--- src/sv/eafr_pkg.sv ---
// Shared types and constants for the escaped API frame receiver.
// Used by the receiver top level and by its port checker; depends on nothing.
package eafr_pkg;

  // Framing bytes of the serial protocol.
  localparam logic [7:0] START_BYTE  = 8'h7E;
  localparam logic [7:0] ESCAPE_BYTE = 8'h7D;
  localparam logic [7:0] ESCAPE_XOR  = 8'h20;
  localparam logic [7:0] CHECK_BASE  = 8'hFF;

  // Configuration register indexes.
  localparam logic REG_ESCAPED_MODE = 1'b0;

  // Kind of a result word.
  typedef enum logic [2:0] {
    KIND_NONE   = 3'd0,
    KIND_DATA   = 3'd1,
    KIND_GOOD   = 3'd2,
    KIND_CKERR  = 3'd3,
    KIND_TOOBIG = 3'd4
  } kind_e;

  // Parser phase, one-hot.
  typedef enum logic [4:0] {
    PH_WAIT   = 5'b00001,
    PH_LEN_HI = 5'b00010,
    PH_LEN_LO = 5'b00100,
    PH_DATA   = 5'b01000,
    PH_CHECK  = 5'b10000
  } phase_e;

endpackage

--- src/sv/escaped_api_frame_receiver.sv ---
// Escaped API frame receiver: byte-wise frame parser with an output register.
// Depends on eafr_pkg for framing constants, the result kind and the phase type.
//
// Usage
// The input channel (in_valid_i, in_stall_o, rx_byte_i) takes one received
// serial byte per word. The output channel (out_valid_o, out_stall_i and the
// result fields) gives exactly one result word for every accepted byte, with
// kind_o telling whether it carries nothing, a data byte with its index, or a
// frame verdict (good, checksum error, length too large).
// A byte's result is registered and shows in the cycle after the byte is
// accepted. Throughput is one byte per cycle while the output is not stalled,
// set by the single result register that holds the parser's output.
// When the receiver stalls, the result word holds and the input stalls in the
// same cycle only if the result register is still full, so a new byte enters
// whenever the waiting result is being taken.
// Reset (rst_ni low, asynchronous) empties the result register, returns the
// parser to hunting for a start byte and clears escaped mode.
// The APB port holds one register, escaped_mode, at byte address 0; it must be
// written only while the block is idle, and the block itself does not enforce this.
module escaped_api_frame_receiver #(
  parameter int unsigned MAX_FRAME_BYTES = 1024
) (
  input  logic                  clk_i,
  input  logic                  rst_ni,
  // APB configuration port
  input  logic                  psel,
  input  logic                  penable,
  input  logic                  pwrite,
  input  logic [2:0]            paddr,
  input  logic [31:0]           pwdata,
  output logic [31:0]           prdata,
  output logic                  pready,
  // Input channel
  input  logic                  in_valid_i,
  output logic                  in_stall_o,
  input  logic [7:0]            rx_byte_i,
  // Output channel
  output logic                  out_valid_o,
  input  logic                  out_stall_i,
  output eafr_pkg::kind_e       kind_o,
  output logic [7:0]            data_byte_o,
  output logic [9:0]            byte_index_o,
  output logic [10:0]           frame_length_o
);

  // Counter of data bytes taken; it never exceeds the largest legal length.
  localparam int unsigned CntW = $clog2(MAX_FRAME_BYTES + 1);

  // Configuration register. The register index is the word address.
  logic mode_q;

  assign pready = 1'b1;

  always_ff @(posedge clk_i or negedge rst_ni) begin
    if (!rst_ni) begin
      mode_q <= 1'b0;
    end else if (psel && penable && pwrite && (paddr[2] == eafr_pkg::REG_ESCAPED_MODE)) begin
      mode_q <= pwdata[0];
    end
  end

  assign prdata = (paddr[2] == eafr_pkg::REG_ESCAPED_MODE) ? {31'd0, mode_q} : 32'd0;

  // Handshake: the result register frees up when its word is taken.
  logic out_valid_q;
  logic accept;

  assign in_stall_o = out_valid_q && out_stall_i;
  assign accept     = in_valid_i && !in_stall_o;

  // Parser state.
  eafr_pkg::phase_e ph_q, ph_d;
  logic             inside_q, inside_d;
  logic             esc_q, esc_d;
  logic [15:0]      len_q, len_d;
  logic [CntW-1:0]  cnt_q, cnt_d;
  logic [7:0]       sum_q, sum_d;

  // Result fields for the byte being accepted.
  eafr_pkg::kind_e  kind_d, kind_q;
  logic [7:0]       db_d, db_q;
  logic [9:0]       idx_d, idx_q;
  logic [10:0]      flen_d, flen_q;

  // Working values: the state after a possible restart, and the decoded byte.
  eafr_pkg::phase_e ph_c;
  logic [15:0]      len_c;
  logic [CntW-1:0]  cnt_c;
  logic [7:0]       sum_c;
  logic [7:0]       b;
  logic             run_fsm;
  logic [15:0]      len_new;
  logic [CntW-1:0]  cnt_inc;

  always_comb begin
    ph_c     = ph_q;
    len_c    = len_q;
    cnt_c    = cnt_q;
    sum_c    = sum_q;
    b        = rx_byte_i;
    run_fsm  = 1'b1;
    inside_d = inside_q;
    esc_d    = esc_q;
    kind_d   = eafr_pkg::KIND_NONE;
    db_d     = 8'd0;
    idx_d    = 10'd0;
    flen_d   = 11'd0;
    len_new  = {len_q[15:8], b};
    cnt_inc  = cnt_q;

    // Front end: frame hunting, restart on a raw start byte in escaped mode, escape decoding.
    if (!inside_q) begin
      if (rx_byte_i != eafr_pkg::START_BYTE) begin
        run_fsm = 1'b0;
      end else begin
        ph_c     = eafr_pkg::PH_WAIT;
        len_c    = 16'd0;
        cnt_c    = '0;
        sum_c    = 8'd0;
        inside_d = 1'b1;
        esc_d    = 1'b0;
      end
    end else if (mode_q && (rx_byte_i == eafr_pkg::START_BYTE)) begin
      ph_c  = eafr_pkg::PH_WAIT;
      len_c = 16'd0;
      cnt_c = '0;
      sum_c = 8'd0;
      esc_d = 1'b0;
    end else if (mode_q) begin
      if (esc_q) begin
        b     = rx_byte_i ^ eafr_pkg::ESCAPE_XOR;
        esc_d = 1'b0;
      end else if (rx_byte_i == eafr_pkg::ESCAPE_BYTE) begin
        esc_d   = 1'b1;
        run_fsm = 1'b0;
      end
    end

    ph_d    = ph_c;
    len_d   = len_c;
    cnt_d   = cnt_c;
    sum_d   = sum_c;
    len_new = {len_c[15:8], b};
    cnt_inc = cnt_c + 1'b1;

    if (run_fsm) begin
      case (ph_c)
        eafr_pkg::PH_WAIT: begin
          if (b == eafr_pkg::START_BYTE) begin
            ph_d  = eafr_pkg::PH_LEN_HI;
            len_d = 16'd0;
            cnt_d = '0;
            sum_d = 8'd0;
          end
        end
        eafr_pkg::PH_LEN_HI: begin
          len_d = {b, 8'd0};
          ph_d  = eafr_pkg::PH_LEN_LO;
        end
        eafr_pkg::PH_LEN_LO: begin
          cnt_d = '0;
          sum_d = 8'd0;
          if (len_new > 16'(MAX_FRAME_BYTES)) begin
            // Oversized length: report it and go back to hunting.
            ph_d     = eafr_pkg::PH_WAIT;
            len_d    = 16'd0;
            inside_d = 1'b0;
            esc_d    = 1'b0;
            kind_d   = eafr_pkg::KIND_TOOBIG;
          end else begin
            len_d = len_new;
            ph_d  = (len_new == 16'd0) ? eafr_pkg::PH_CHECK : eafr_pkg::PH_DATA;
          end
        end
        eafr_pkg::PH_DATA: begin
          kind_d = eafr_pkg::KIND_DATA;
          db_d   = b;
          idx_d  = 10'(cnt_c);
          sum_d  = sum_c + b;
          cnt_d  = cnt_inc;
          if (16'(cnt_inc) >= len_c) begin
            ph_d = eafr_pkg::PH_CHECK;
          end
        end
        eafr_pkg::PH_CHECK: begin
          ph_d  = eafr_pkg::PH_WAIT;
          len_d = 16'd0;
          cnt_d = '0;
          sum_d = 8'd0;
          if ((eafr_pkg::CHECK_BASE - sum_c) != b) begin
            inside_d = 1'b0;
            esc_d    = 1'b0;
            kind_d   = eafr_pkg::KIND_CKERR;
          end else if (len_c != 16'd0) begin
            inside_d = 1'b0;
            esc_d    = 1'b0;
            kind_d   = eafr_pkg::KIND_GOOD;
            flen_d   = 11'(len_c);
          end
          // A good empty frame gives a result word of kind none and stays inside the frame,
          // so a decoded start byte may open the next one.
        end
        default: begin
          ph_d  = eafr_pkg::PH_WAIT;
          len_d = 16'd0;
          cnt_d = '0;
          sum_d = 8'd0;
        end
      endcase
    end
  end

  always_ff @(posedge clk_i or negedge rst_ni) begin
    if (!rst_ni) begin
      ph_q     <= eafr_pkg::PH_WAIT;
      inside_q <= 1'b0;
      esc_q    <= 1'b0;
      len_q    <= 16'd0;
      cnt_q    <= '0;
      sum_q    <= 8'd0;
    end else if (accept) begin
      ph_q     <= ph_d;
      inside_q <= inside_d;
      esc_q    <= esc_d;
      len_q    <= len_d;
      cnt_q    <= cnt_d;
      sum_q    <= sum_d;
    end
  end

  // Result register.
  always_ff @(posedge clk_i or negedge rst_ni) begin
    if (!rst_ni) begin
      out_valid_q <= 1'b0;
    end else if (accept) begin
      out_valid_q <= 1'b1;
    end else if (!out_stall_i) begin
      out_valid_q <= 1'b0;
    end
  end

  always_ff @(posedge clk_i) begin
    if (accept) begin
      kind_q <= kind_d;
      db_q   <= db_d;
      idx_q  <= idx_d;
      flen_q <= flen_d;
    end
  end

  assign out_valid_o    = out_valid_q;
  assign kind_o         = kind_q;
  assign data_byte_o    = db_q;
  assign byte_index_o   = idx_q;
  assign frame_length_o = flen_q;

endmodule

--- config.mk ---
export PLATFORM = sky130hd
export DESIGN_NAME = escaped_api_frame_receiver
export DESIGN_NICKNAME = d
export VERILOG_FILES = /design/src/sv/eafr_pkg.sv /design/src/sv/escaped_api_frame_receiver.sv
export SDC_FILE = /design/constraint.sdc
export NUM_CORES = 1
export LEC_CHECK = 0
export CAP_MARGIN = 20
export CELL_PAD_IN_SITES_DETAIL_PLACEMENT = 0
export CELL_PAD_IN_SITES_GLOBAL_PLACEMENT = 1
export CORE_ASPECT_RATIO = 2
export CORE_UTILIZATION = 35
export CTS_BUF_LIST = sky130_fd_sc_hd__clkbuf_8
export DETAILED_ROUTE_END_ITERATION = 12
export DONT_BUFFER_PORTS = 1
export PLACE_DENSITY = 0.67
export SKIP_LAST_GASP = 1
export SLEW_MARGIN = 40
export SYNTH_ARGS = -nofsm -noshare
export SYNTH_HDL_FRONTEND = slang
export SYNTH_SLANG_ARGS = --single-unit
--- constraint.sdc ---
create_clock -name clk_i -period 6.39 [get_ports clk_i]
set_clock_uncertainty 0.1 [all_clocks]
set_input_delay 0 -clock clk_i [delete_from_list [all_inputs] [get_ports clk_i]]
set_output_delay 0 -clock clk_i [all_outputs]
set_load 0.01 [all_outputs]
==> impl_metrics.toml, run 1 <==
[critical_path]
path_class = "flip-flop to flip-flop"
cp_max_fo = 11
worstSetupEndpointType = "flip-flop"
startpoint_type = "flip-flop"
arrival_ps = 4030
required_ps = 6490

[clocking]
cts.htree.levels = 3
cts_resized = 0
clk_latency_ps = 360
holdBufCountCts = 15
cts.clk_slew.worst_paths_ps = 80
post_cts_buffers = 0
clk_path_buf_depth = 2
cts.sinks = 76
clk_root_buffer_cell = "clkbuf_8"
cts_tree = "built"
cts-buffers-inserted = 9

[die]
die_h_um = 164
rows = 58
die_area_mm2 = 0.0136
boundaryPins = 117
die_w_um = 82.8
start_util = 0.362
core_mm2 = 0.0126

[layout]
layout-drive-gt1-share = 0.0873
nNetsFinal = 523
stdcell_area_mm2 = 0.00494
final_util = 0.391
nFillCells = 1284
syn2layout_area_growth_pct = 7.96

[sta]
period_share = 0.614
finalSetupViolCount = 0
setup_ws_ps = 2460
period_needed_ps = 3930
rsz0062_at_grt = "false"
worst_pin_slew_ps = 856
setup_tns_ps = 0
slew_headroom = 0.426
max_freq_mhz = 255
hold_violations = 0
drv_slew = 0

[drt]
drtAntennaViolNets = 0
drt_iter0_drc = 234
viasPerCell = 5.68
drt-pass1-iter-count = 4
vias = 3462
wirelength_um = 13100
detail_route.wl_per_cell_um = 21.5
drc = 0

[global_routing]
grt_use_met2 = 0.370
grt_use_met1 = 0.186
grt_pass1_vias = 3544
grt_busiest_layer = "met2"
grt_start_max_net_pins = 45
grt_usage = 0.200
grtUsageMet3 = 0.0384
grt_pass1_wl_um = 19900
grt_antenna_before_repair = 1
overflow = 0

[job]
max-cap-violations = 0

[synth]
yosys_warnings = 0
synth_xor_area_frac = 0.0287
synth_area_mm2 = 0.00457
synthArstFlopShare = 0.579
synth_ff_type = "dfrtp_1"
synth-simple-area-share = 0.209
synth_edf_count = 32
synth_compound_area_frac = 0.170
syn_inst = 441
ys_seq_elements = 76
ys_seq_area_frac = 0.451
synth_adder_area_share = 0.0563
synthDistinctLibCells = 69
syn_avg_cell_area_um2 = 10.4
muxShareOfSynthArea = 0.00465
synth_top_family_by_area = "simple AND/OR/NAND/NOR gates"

[pwr]
vdd.ir_drop.worst_mv = 0.0965
p_leak_nw = 2.05
power_density_mw_per_mm2 = 229

[place]
postPlaceCellArea_mm2 = 0.00459
dpl.hpwl_um = 9370
portBuffers = 0
gp_congestion = 0.923
place_ws_ps = 2510

[worst_hold_path]
min_path_type = "input port to flip-flop"

[status]
status = "finished, final reports clean"
critical path, cell delays in order, from the launching register on:
cell      delay, ps
dfrtp_1         570
nand2b_1        250
nand3_1         220
and2_1          280
ha_1            290
nand3_1         220
nor4_1          460
xnor2_1         170
nor2_1           80
ha_1            230
nor4_1          290
o211ai_1        140
a21oi_1         220
or3_1           160
a31oi_1          80
per-layer routing:
layer  up-vias  wire (um)
met3        46        393
met4         0       1110
li1       1600          -
met1      1681       4460
met2       135       7150
met5         -          0
cell type report:
| type | count | area, um^2 | share of cell area |
|---|---|---|---|
| multi-input cells | 338 | 2270 | 0.459 |
| well taps | 150 | 188 | 0.0380 |
| clock buffers | 9 | 124 | 0.0251 |
| repair buffers | 21 | 216 | 0.0438 |
| clock inverters | 7 | 51.3 | 0.0104 |
| inverters | 7 | 26.3 | 0.00532 |
| diodes | 1 | 2.50 | 0.000507 |
| flip-flops and latches | 76 | 2060 | 0.418 |
state kept, by name (all words and copies together) (netlist names):
register	cells
len_q	16
cnt_q	11
frame_length_o	11
byte_index_o	10
data_byte_o	8
sum_q	8
ph_q	5
kind_o	3
esc_q	1
inside_q	1
mode_q	1
out_valid_o	1
per-stage QoR:
step	power (mW)	cells	hold WS, ps
after floorplan	0.743	471	-396
after global placement	0.772	576	-393
after detailed placement	0.776	577	-393
after CTS	1.14	608	0.0422
after global routing	1.19	609	33.6
final	1.13	609	24.5
final timing paths:
kind	from	to	slack, ps	cells past startpoint
min in group asynchronous	rst_ni	sum_q[0]	40	2
max in group asynchronous	rst_ni	ph_q[0]	5880	2
hold reg to reg	len_q[14]	len_q[14]	400	1
setup / recovery	inside_q	ph_q[4]	2460	14
hold / removal	rx_byte_i[4]	esc_q	20	4
setup reg to reg	inside_q	ph_q[4]	2460	14
kinds of logic after synthesis:
| group | count (synthesis) |
|---|---|
| buffers and inverters | 57 |
| other | 2 |
| multiplexers | 2 |
| AO/OA/AOI/OAI | 100 |
| flip-flops | 76 |
| XOR/XNOR | 15 |
| adder cells (fa/ha/maj) | 20 |
| AND/OR/NAND/NOR | 169 |
cells in the final DEF, fill, tap and decap left out, types with 3 or more instances in the layout:
| master | count |
|---|---|
| buf_4 | 5 |
| nor3_1 | 10 |
| dlygate4sd3_1 | 14 |
| a21oi_1 | 12 |
| a22o_1 | 26 |
| dfrtp_1 | 43 |
| o211ai_1 | 6 |
| inv_1 | 7 |
| nor2b_1 | 5 |
| clkbuf_8 | 9 |
| o21ai_0 | 9 |
| or2_2 | 3 |
| nand4b_1 | 5 |
| ha_1 | 19 |
| o2111ai_1 | 3 |
| or3_1 | 6 |
| a31oi_1 | 5 |
| nor4_1 | 6 |
| a21o_1 | 4 |
| o22ai_1 | 3 |
| xnor2_1 | 10 |
| a311oi_1 | 3 |
| and4b_1 | 3 |
| nand2_1 | 37 |
| nand3_1 | 10 |
| nand4_1 | 3 |
| conb_1 | 32 |
| nand2b_1 | 4 |
| nor2_1 | 24 |
| o21a_1 | 3 |
| edfxtp_1 | 32 |
| xor2_1 | 5 |
| and3_1 | 5 |
| and2_1 | 37 |
where the power goes:
group	switching (mW)	total (mW)	leakage (nW)	internal [mW]
clock	0.197	0.339	0.0856	0.142
sequential	0.0436	0.586	0.909	0.543
combinational	0.124	0.205	1.06	0.0806
cell usage after synthesis (2+ instances only):
library cell,number,share of area
dfrtp_1,43,0.24
and2_1,37,0.051
nand2_1,37,0.030
buf_4,32,0.053
edfxtp_1,32,0.21
a22o_1,26,0.050
nor2_1,24,0.020
ha_1,19,0.052
a21oi_1,12,0.013
clkbuf_1,10,0.0082
nand3_1,10,0.011
nor3_1,10,0.011
xnor2_1,10,0.019
o21ai_0,9,0.0098
inv_1,7,0.0057
nor4_1,6,0.0082
o211ai_1,6,0.0098
or3_1,6,0.0082
a31oi_1,5,0.0068
and3_1,5,0.0068
buf_2,5,0.0055
nand4b_1,5,0.0096
nor2b_1,5,0.0068
xor2_1,5,0.0096
a21o_1,4,0.0066
nand2b_1,4,0.0055
a311oi_1,3,0.0057
and4b_1,3,0.0066
nand4_1,3,0.0041
o2111ai_1,3,0.0057
o21a_1,3,0.0049
o22ai_1,3,0.0041
or2_2,3,0.0041
a211oi_1,2,0.0033
a31o_2,2,0.0038
a32o_1,2,0.0044
buf_6,2,0.0049
conb_1,2,0.0016
o2bb2ai_1,2,0.0038
o311a_1,2,0.0044
o311ai_1,2,0.0038
o31a_1,2,0.0038
or4_1,2,0.0033
No activity file was read; power rests on OpenSTA's default activity.
==> run 2, diff against run 1 <==
Settings changed: ABC_AREA from default to 1, PLACE_DENSITY 0.67 to 0.71.
Clock period 6.39 ns to 4 ns, I/O delays scaled along.
==> run 2 against run 1 <==
Net effect:
- sequential share of layout area down 6.2 points
- utilization is 1.0 points lower
- count of clock-buffer cells in the layout grew 1
- combinational power grew to 7.0 times the previous value
- design area rose by 17%
- routed wire length up 24%
- clock power grew 56%
- sequential cell count unchanged
- non-clock buffer count rose by 3
- global-route usage is 1.2 points higher
- die area rose by 18%
- first-iteration DRC count increased by 12%
- largest power group is now combinational cells
==> impl_metrics.toml, run 2 <==
[synth]
synthDistinctLibCells = 39
ys_seq_area_frac = 0.380
synthArstFlopShare = 0.579
ys_seq_elements = 76
synth_top_area_frac = 0.198
synth_most_common_cell = "nand2_1"
syn_inst = 765
synth_adder_area_share = 0.0475
synth_compound_area_frac = 0.112
synth_top_family_by_area = "simple AND/OR/NAND/NOR gates"
yosys-top-cells-count = "198 x nand2_1, 106 x nor2_1, 85 x a21oi_1"
muxShareOfSynthArea = 0
synth_edf_count = 32
synth_xor_area_frac = 0.00646
syn_avg_cell_area_um2 = 7.09
synth_area_mm2 = 0.00543
synth-simple-area-share = 0.317
synth_ff_type = "dfrtp_1"
synth_area_leaders = "dfrtp_1 20%, edfxtp_1 18%, nand2_1 14%"
synth_largest_area_cell = "dfrtp_1"
yosys_warnings = 0

[global_routing]
grt_pass1_vias = 4904
grt_usage = 0.212
grt_antenna_before_repair = 0
grt_pass1_wl_um = 25800
overflow = 0
grt_start_max_net_pins = 77

[critical_path]
crit_chain = "dlygate4sd3_1 > inv_2 > nand2_2 > nor2_4 > nand3_2 > buf_4 > nand2_1 > nor2_1 > nand4_2 > nor2_1 > clkinv_1 > o21ai_0 > a21oi_1 > nor2_1"
path_class = "input port to flip-flop"
startpoint_type = "input port"
worstSetupEndpointType = "flip-flop"
cp_max_fo = 34
crit_path_top_delay_cell = "dlygate4sd3_1"
worst-path-buf-inv = 4
critPathTopFamily = "buffers and inverters"
critPathMaxStageDelay_ps = 700
arrival_ps = 3670
path_common_cell = "nor2_1"
required_ps = 4200

[worst_hold_path]
min_path_type = "input port to flip-flop"

[clocking]
cts-buffers-inserted = 9
clk_root_buffer_cell = "clkbuf_8"
cts.sinks = 76
cts_tree = "built"
clk_latency_ps = 370
clk_path_buf_depth = 2
cts.htree.levels = 3
cts.clk_slew.worst_paths_ps = 80

[layout]
layout-drive-gt1-share = 0.0749
layout.cells.most_common = "nand2_1"
layout_common_cells = "198 x nand2_1, 105 x nor2_1, 85 x a21oi_1"
nNetsFinal = 839
syn2layout_area_growth_pct = 6.78
regMostFlops = "len_q"
diodes = 0
largest_register_ffs = 16

[drt]
drt-pass1-iter-count = 4
drc = 0
wirelength_um = 16200
viasPerCell = 5.06
drt_iter0_drc = 262
vias = 4919
detail_route.wl_per_cell_um = 16.7
drtAntennaViolNets = 0

[pwr]
power_density_mw_per_mm2 = 536
p_leak_nw = 2.84
vdd.ir_drop.worst_mv = 0.182
p_total_mw = 3.11

[die]
start_util = 0.357
die_w_um = 90.0
die_h_um = 178
core_mm2 = 0.0152
boundaryPins = 117
die_area_mm2 = 0.0160
rows = 64

[sta]
max_freq_mhz = 289
period_share = 0.866
drv_slew = 0
rsz0062_at_grt = "false"
worst_pin_slew_ps = 797
finalSetupViolCount = 0
hold_violations = 0
period_needed_ps = 3460
slew_headroom = 0.466
setup_tns_ps = 0

[place]
dpl.hpwl_um = 11400
gp_congestion = 0.894
portBuffers = 0

[job]
max-cap-violations = 0

[status]
status = "finished, final reports clean"
run 2: area by class of cell:
cell class,count,area (um^2)
clock buffer,10,138
multi-input combinational,571,2750
inverter,87,332
fill,1616,9420
clock inverter,6,25.0
sequential,76,2060
tap,198,248
timing repair buffer,24,241
run 2: logic make-up (layout without fill, tap and decap cells):
| kind of cell | Yosys count | in the layout |
|---|---|---|
| simple gates | 400 | 400 |
| buf+inv | 148 | 127 |
| compound gates | 115 | 115 |
| flops | 76 | 76 |
| fa+ha+maj | 20 | 20 |
| xor+xnor | 4 | 4 |
| other cells | 2 | 32 |
run 2: worst register-to-register path, cell delays in order (launching register included):
cell	delay, ps
dfrtp_1	390
inv_1	110
nand2_1	90
nand3_2	140
buf_4	450
nand2_1	140
nor2_1	210
nand4_2	260
nor2_1	230
clkinv_1	680
o21ai_0	390
a21oi_1	70
nor2_1	100
run 2: what timing repair did:
action                                 CTS  global route
buffers inserted                         0             0
gates resized for setup                  0             0
hold buffers                            16             0
endpoints found under the hold margin   69             0
run 2: power breakdown:
part	internal [mW]	leakage, nW	switching (mW)
clock	0.232	0.101	0.298
sequential	0.996	0.819	0.137
combinational	0.458	1.92	0.985
run 2: worst paths after layout:
kind,start,end,slack [ps],depth (start not counted)
setup / recovery,rx_byte_i[7],sum_q[0],540,14
hold / removal,rx_byte_i[5],data_byte_o[5],2,4
setup reg to reg,mode_q,sum_q[0],570,12
hold reg to reg,ph_q[0],ph_q[0],380,2
max in group asynchronous,rst_ni,ph_q[0],3450,2
min in group asynchronous,rst_ni,cnt_q[2],70,2
run 2: routing by layer:
layer | GRT usage | part of all wire
met5 | 0 | 0
met4 | 0.159 | 0.063
met3 | 0.0311 | 0.043
met2 | 0.389 | 0.52
met1 | 0.216 | 0.37
run 2: metrics by stage:
stage	util	instances	hold WS [ps]	setup WS, ps	area, um^2
after floorplan	-	795	-396	1080	5540
after global placement	0.358	940	-394	932	5450
after detailed placement	0.358	940	-394	908	5450
after CTS	0.381	972	0.104	823	5790
after global routing	0.381	972	38.3	159	5790
final	0.381	972	1.54	537	5790
==> run 3, diff against run 2 <==
Settings changed: CORE_UTILIZATION 35 to 47, PLACE_DENSITY 0.71 to 0.89.
==> run 3 against run 2 <==
Net effect:
- via count rose by 1.3%
- largest power group unchanged
- design area fell by 0.35%
- critical endpoint unchanged
- combinational power barely moved
- count of clock-buffer cells in the layout did not move
- clock power rose by 26%
- sequential share of layout area rose by 0.12 points
- sequential cell count did not move
- register-to-register slack got worse by 90 ps
- die area fell by 25%
==> impl_metrics.toml, run 3 (same netlist as run 2, synthesis figures left out) <==
[job]
max-cap-violations = 0

[critical_path]
critPathMaxStageDelay_ps = 700
path_common_cell = "nor2_1"
worst-path-buf-inv = 4
path_class = "input port to flip-flop"
required_ps = 4200
cp_max_fo = 26
crit_path_top_delay_cell = "dlygate4sd3_1"
crit_chain = "dlygate4sd3_1 > inv_2 > nand2_2 > nor2_4 > nand3_2 > buf_4 > nand2_1 > nor2_1 > nand4_2 > nor2_1 > clkinv_1 > o21ai_0 > a21oi_1 > nor2_1"
startpoint_type = "input port"
worstSetupEndpointType = "flip-flop"
critPathTopFamily = "buffers and inverters"
arrival_ps = 3720

[layout]
largest_register_ffs = 16
area.sequential_mm2 = 0.00206
layout-drive-gt1-share = 0.0763
regMostFlops = "len_q"
layout_common_cells = "198 x nand2_1, 105 x nor2_1, 85 x a21oi_1"
multi_input_area_mm2 = 0.00275
nFillCells = 1222
layout.cells.most_common = "nand2_1"
diodes = 0
syn2layout_area_growth_pct = 6.41
nNetsFinal = 838

[die]
core_mm2 = 0.0113
die_h_um = 154
rows = 55
boundaryPins = 117
die_area_mm2 = 0.0120
die_w_um = 78.0
start_util = 0.481

[status]
status = "finished, final reports clean"

[drt]
drt-pass1-iter-count = 5
vias = 4982
drc = 0
viasPerCell = 5.44
drt-met1-wl_um = 5570
drt_iter0_drc = 338
dr_wl_met2_um = 7970
top_layer = "met4"
wirelength_um = 15300
detail_route.wl_per_cell_um = 16.7
met3_length_um = 748
drtAntennaViolNets = 0

[clocking]
cts-buffers-inserted = 9
clk_path_buf_depth = 2
clk_root_buffer_cell = "clkbuf_8"
cts.clk_slew.worst_paths_ps = 80
cts.htree.levels = 3
cts_tree = "built"
clk_latency_ps = 370
post_cts_buffers = 0
cts.sinks = 76

[sta]
drv_slew = 0
period_needed_ps = 3520
worst_pin_slew_ps = 770
setup_tns_ps = 0
rsz0062_at_grt = "false"
finalSetupViolCount = 0
max_freq_mhz = 284
slew_headroom = 0.484
period_share = 0.880
worst_hold_slack_ps = 9.59
hold_violations = 0

[pwr]
vdd.ir_drop.worst_mv = 0.300
power_density_mw_per_mm2 = 559
p_total_mw = 3.23
p_leak_nw = 2.84

[place]
dpl.hpwl_um = 10400
portBuffers = 0
gp_congestion = 0.908

[global_routing]
grt_usage = 0.268
overflow = 0
grt_pass1_wl_um = 24500
grt_pass1_vias = 4818
grt_start_max_net_pins = 77
grt_antenna_before_repair = 0

[worst_hold_path]
min_path_type = "input port to flip-flop"
==> run 3: cell count changes in the layout (fill, tap and decap cells not counted), sizes merged <==
cell / delta
inv: -2
buf: -2
bufinv: +2
dlygate4sd3: +1
clkinvlp: +1
clkinv: -1
==> run 3: metrics by stage <==
step           worst slack, ps  utilization  instances  area (um^2)
2_1_floorplan             1080            -        795         5540
3_5_place_dp               702        0.476        882         5370
6_report                   478        0.512        915         5770
5_1_grt                    172        0.512        915         5770
4_1_cts                    600        0.512        915         5770
3_3_place_gp               801        0.475        882         5370
==> run 3: layout make-up <==
type,count,area share
Inverter,87,0.0574
Tap cell,142,0.0308
Multi-Input combinational cell,571,0.476
Clock buffer,10,0.0238
Sequential cell,76,0.357
Clock inverter,6,0.0139
Timing Repair Buffer,23,0.0410
==> run 3: worst min-delay path, stage by stage <==
cell and delay, ps:
nand2_1 70, nor2_2 60, nand2_1 110, o21ai_0 80
o21ai_0 70, inv_1 40
==> run 3: path summary, 6_finish.rpt <==
check / startpoint / to / slack [ps] / depth (start not counted)
max: rx_byte_i[7] / sum_q[0] / 480 / 14
min: rx_byte_i[2] / inside_q / 10 / 6
max reg2reg: mode_q / sum_q[0] / 480 / 12
min reg2reg: ph_q[0] / ph_q[0] / 380 / 2
max in group asynchronous: rst_ni / ph_q[0] / 3460 / 2
min in group asynchronous: rst_ni / cnt_q[4] / 50 / 2
==> run 3: repair_timing <==
action / in CTS / in global routing
endpoints found under the setup margin: 0 / 0
hold buffers: 17 / 0
gates resized for setup: 0 / 0
endpoints found under the hold margin: 73 / 0
==> run 3: metal layers <==
layer	up-vias	GRT usage
met5	-	0
met4	0	0.192
met3	55	0.0332
met2	209	0.477
met1	2319	0.287
li1	2399	-
==> run 3: where the power goes <==
group | total [mW] | switching, mW | internal (mW) | leakage (nW)
clock | 0.669 | 0.306 | 0.363 | 0.111
sequential | 1.13 | 0.137 | 0.996 | 0.819
combinational | 1.43 | 0.972 | 0.454 | 1.91
total | 3.23 | 1.41 | 1.81 | 2.84
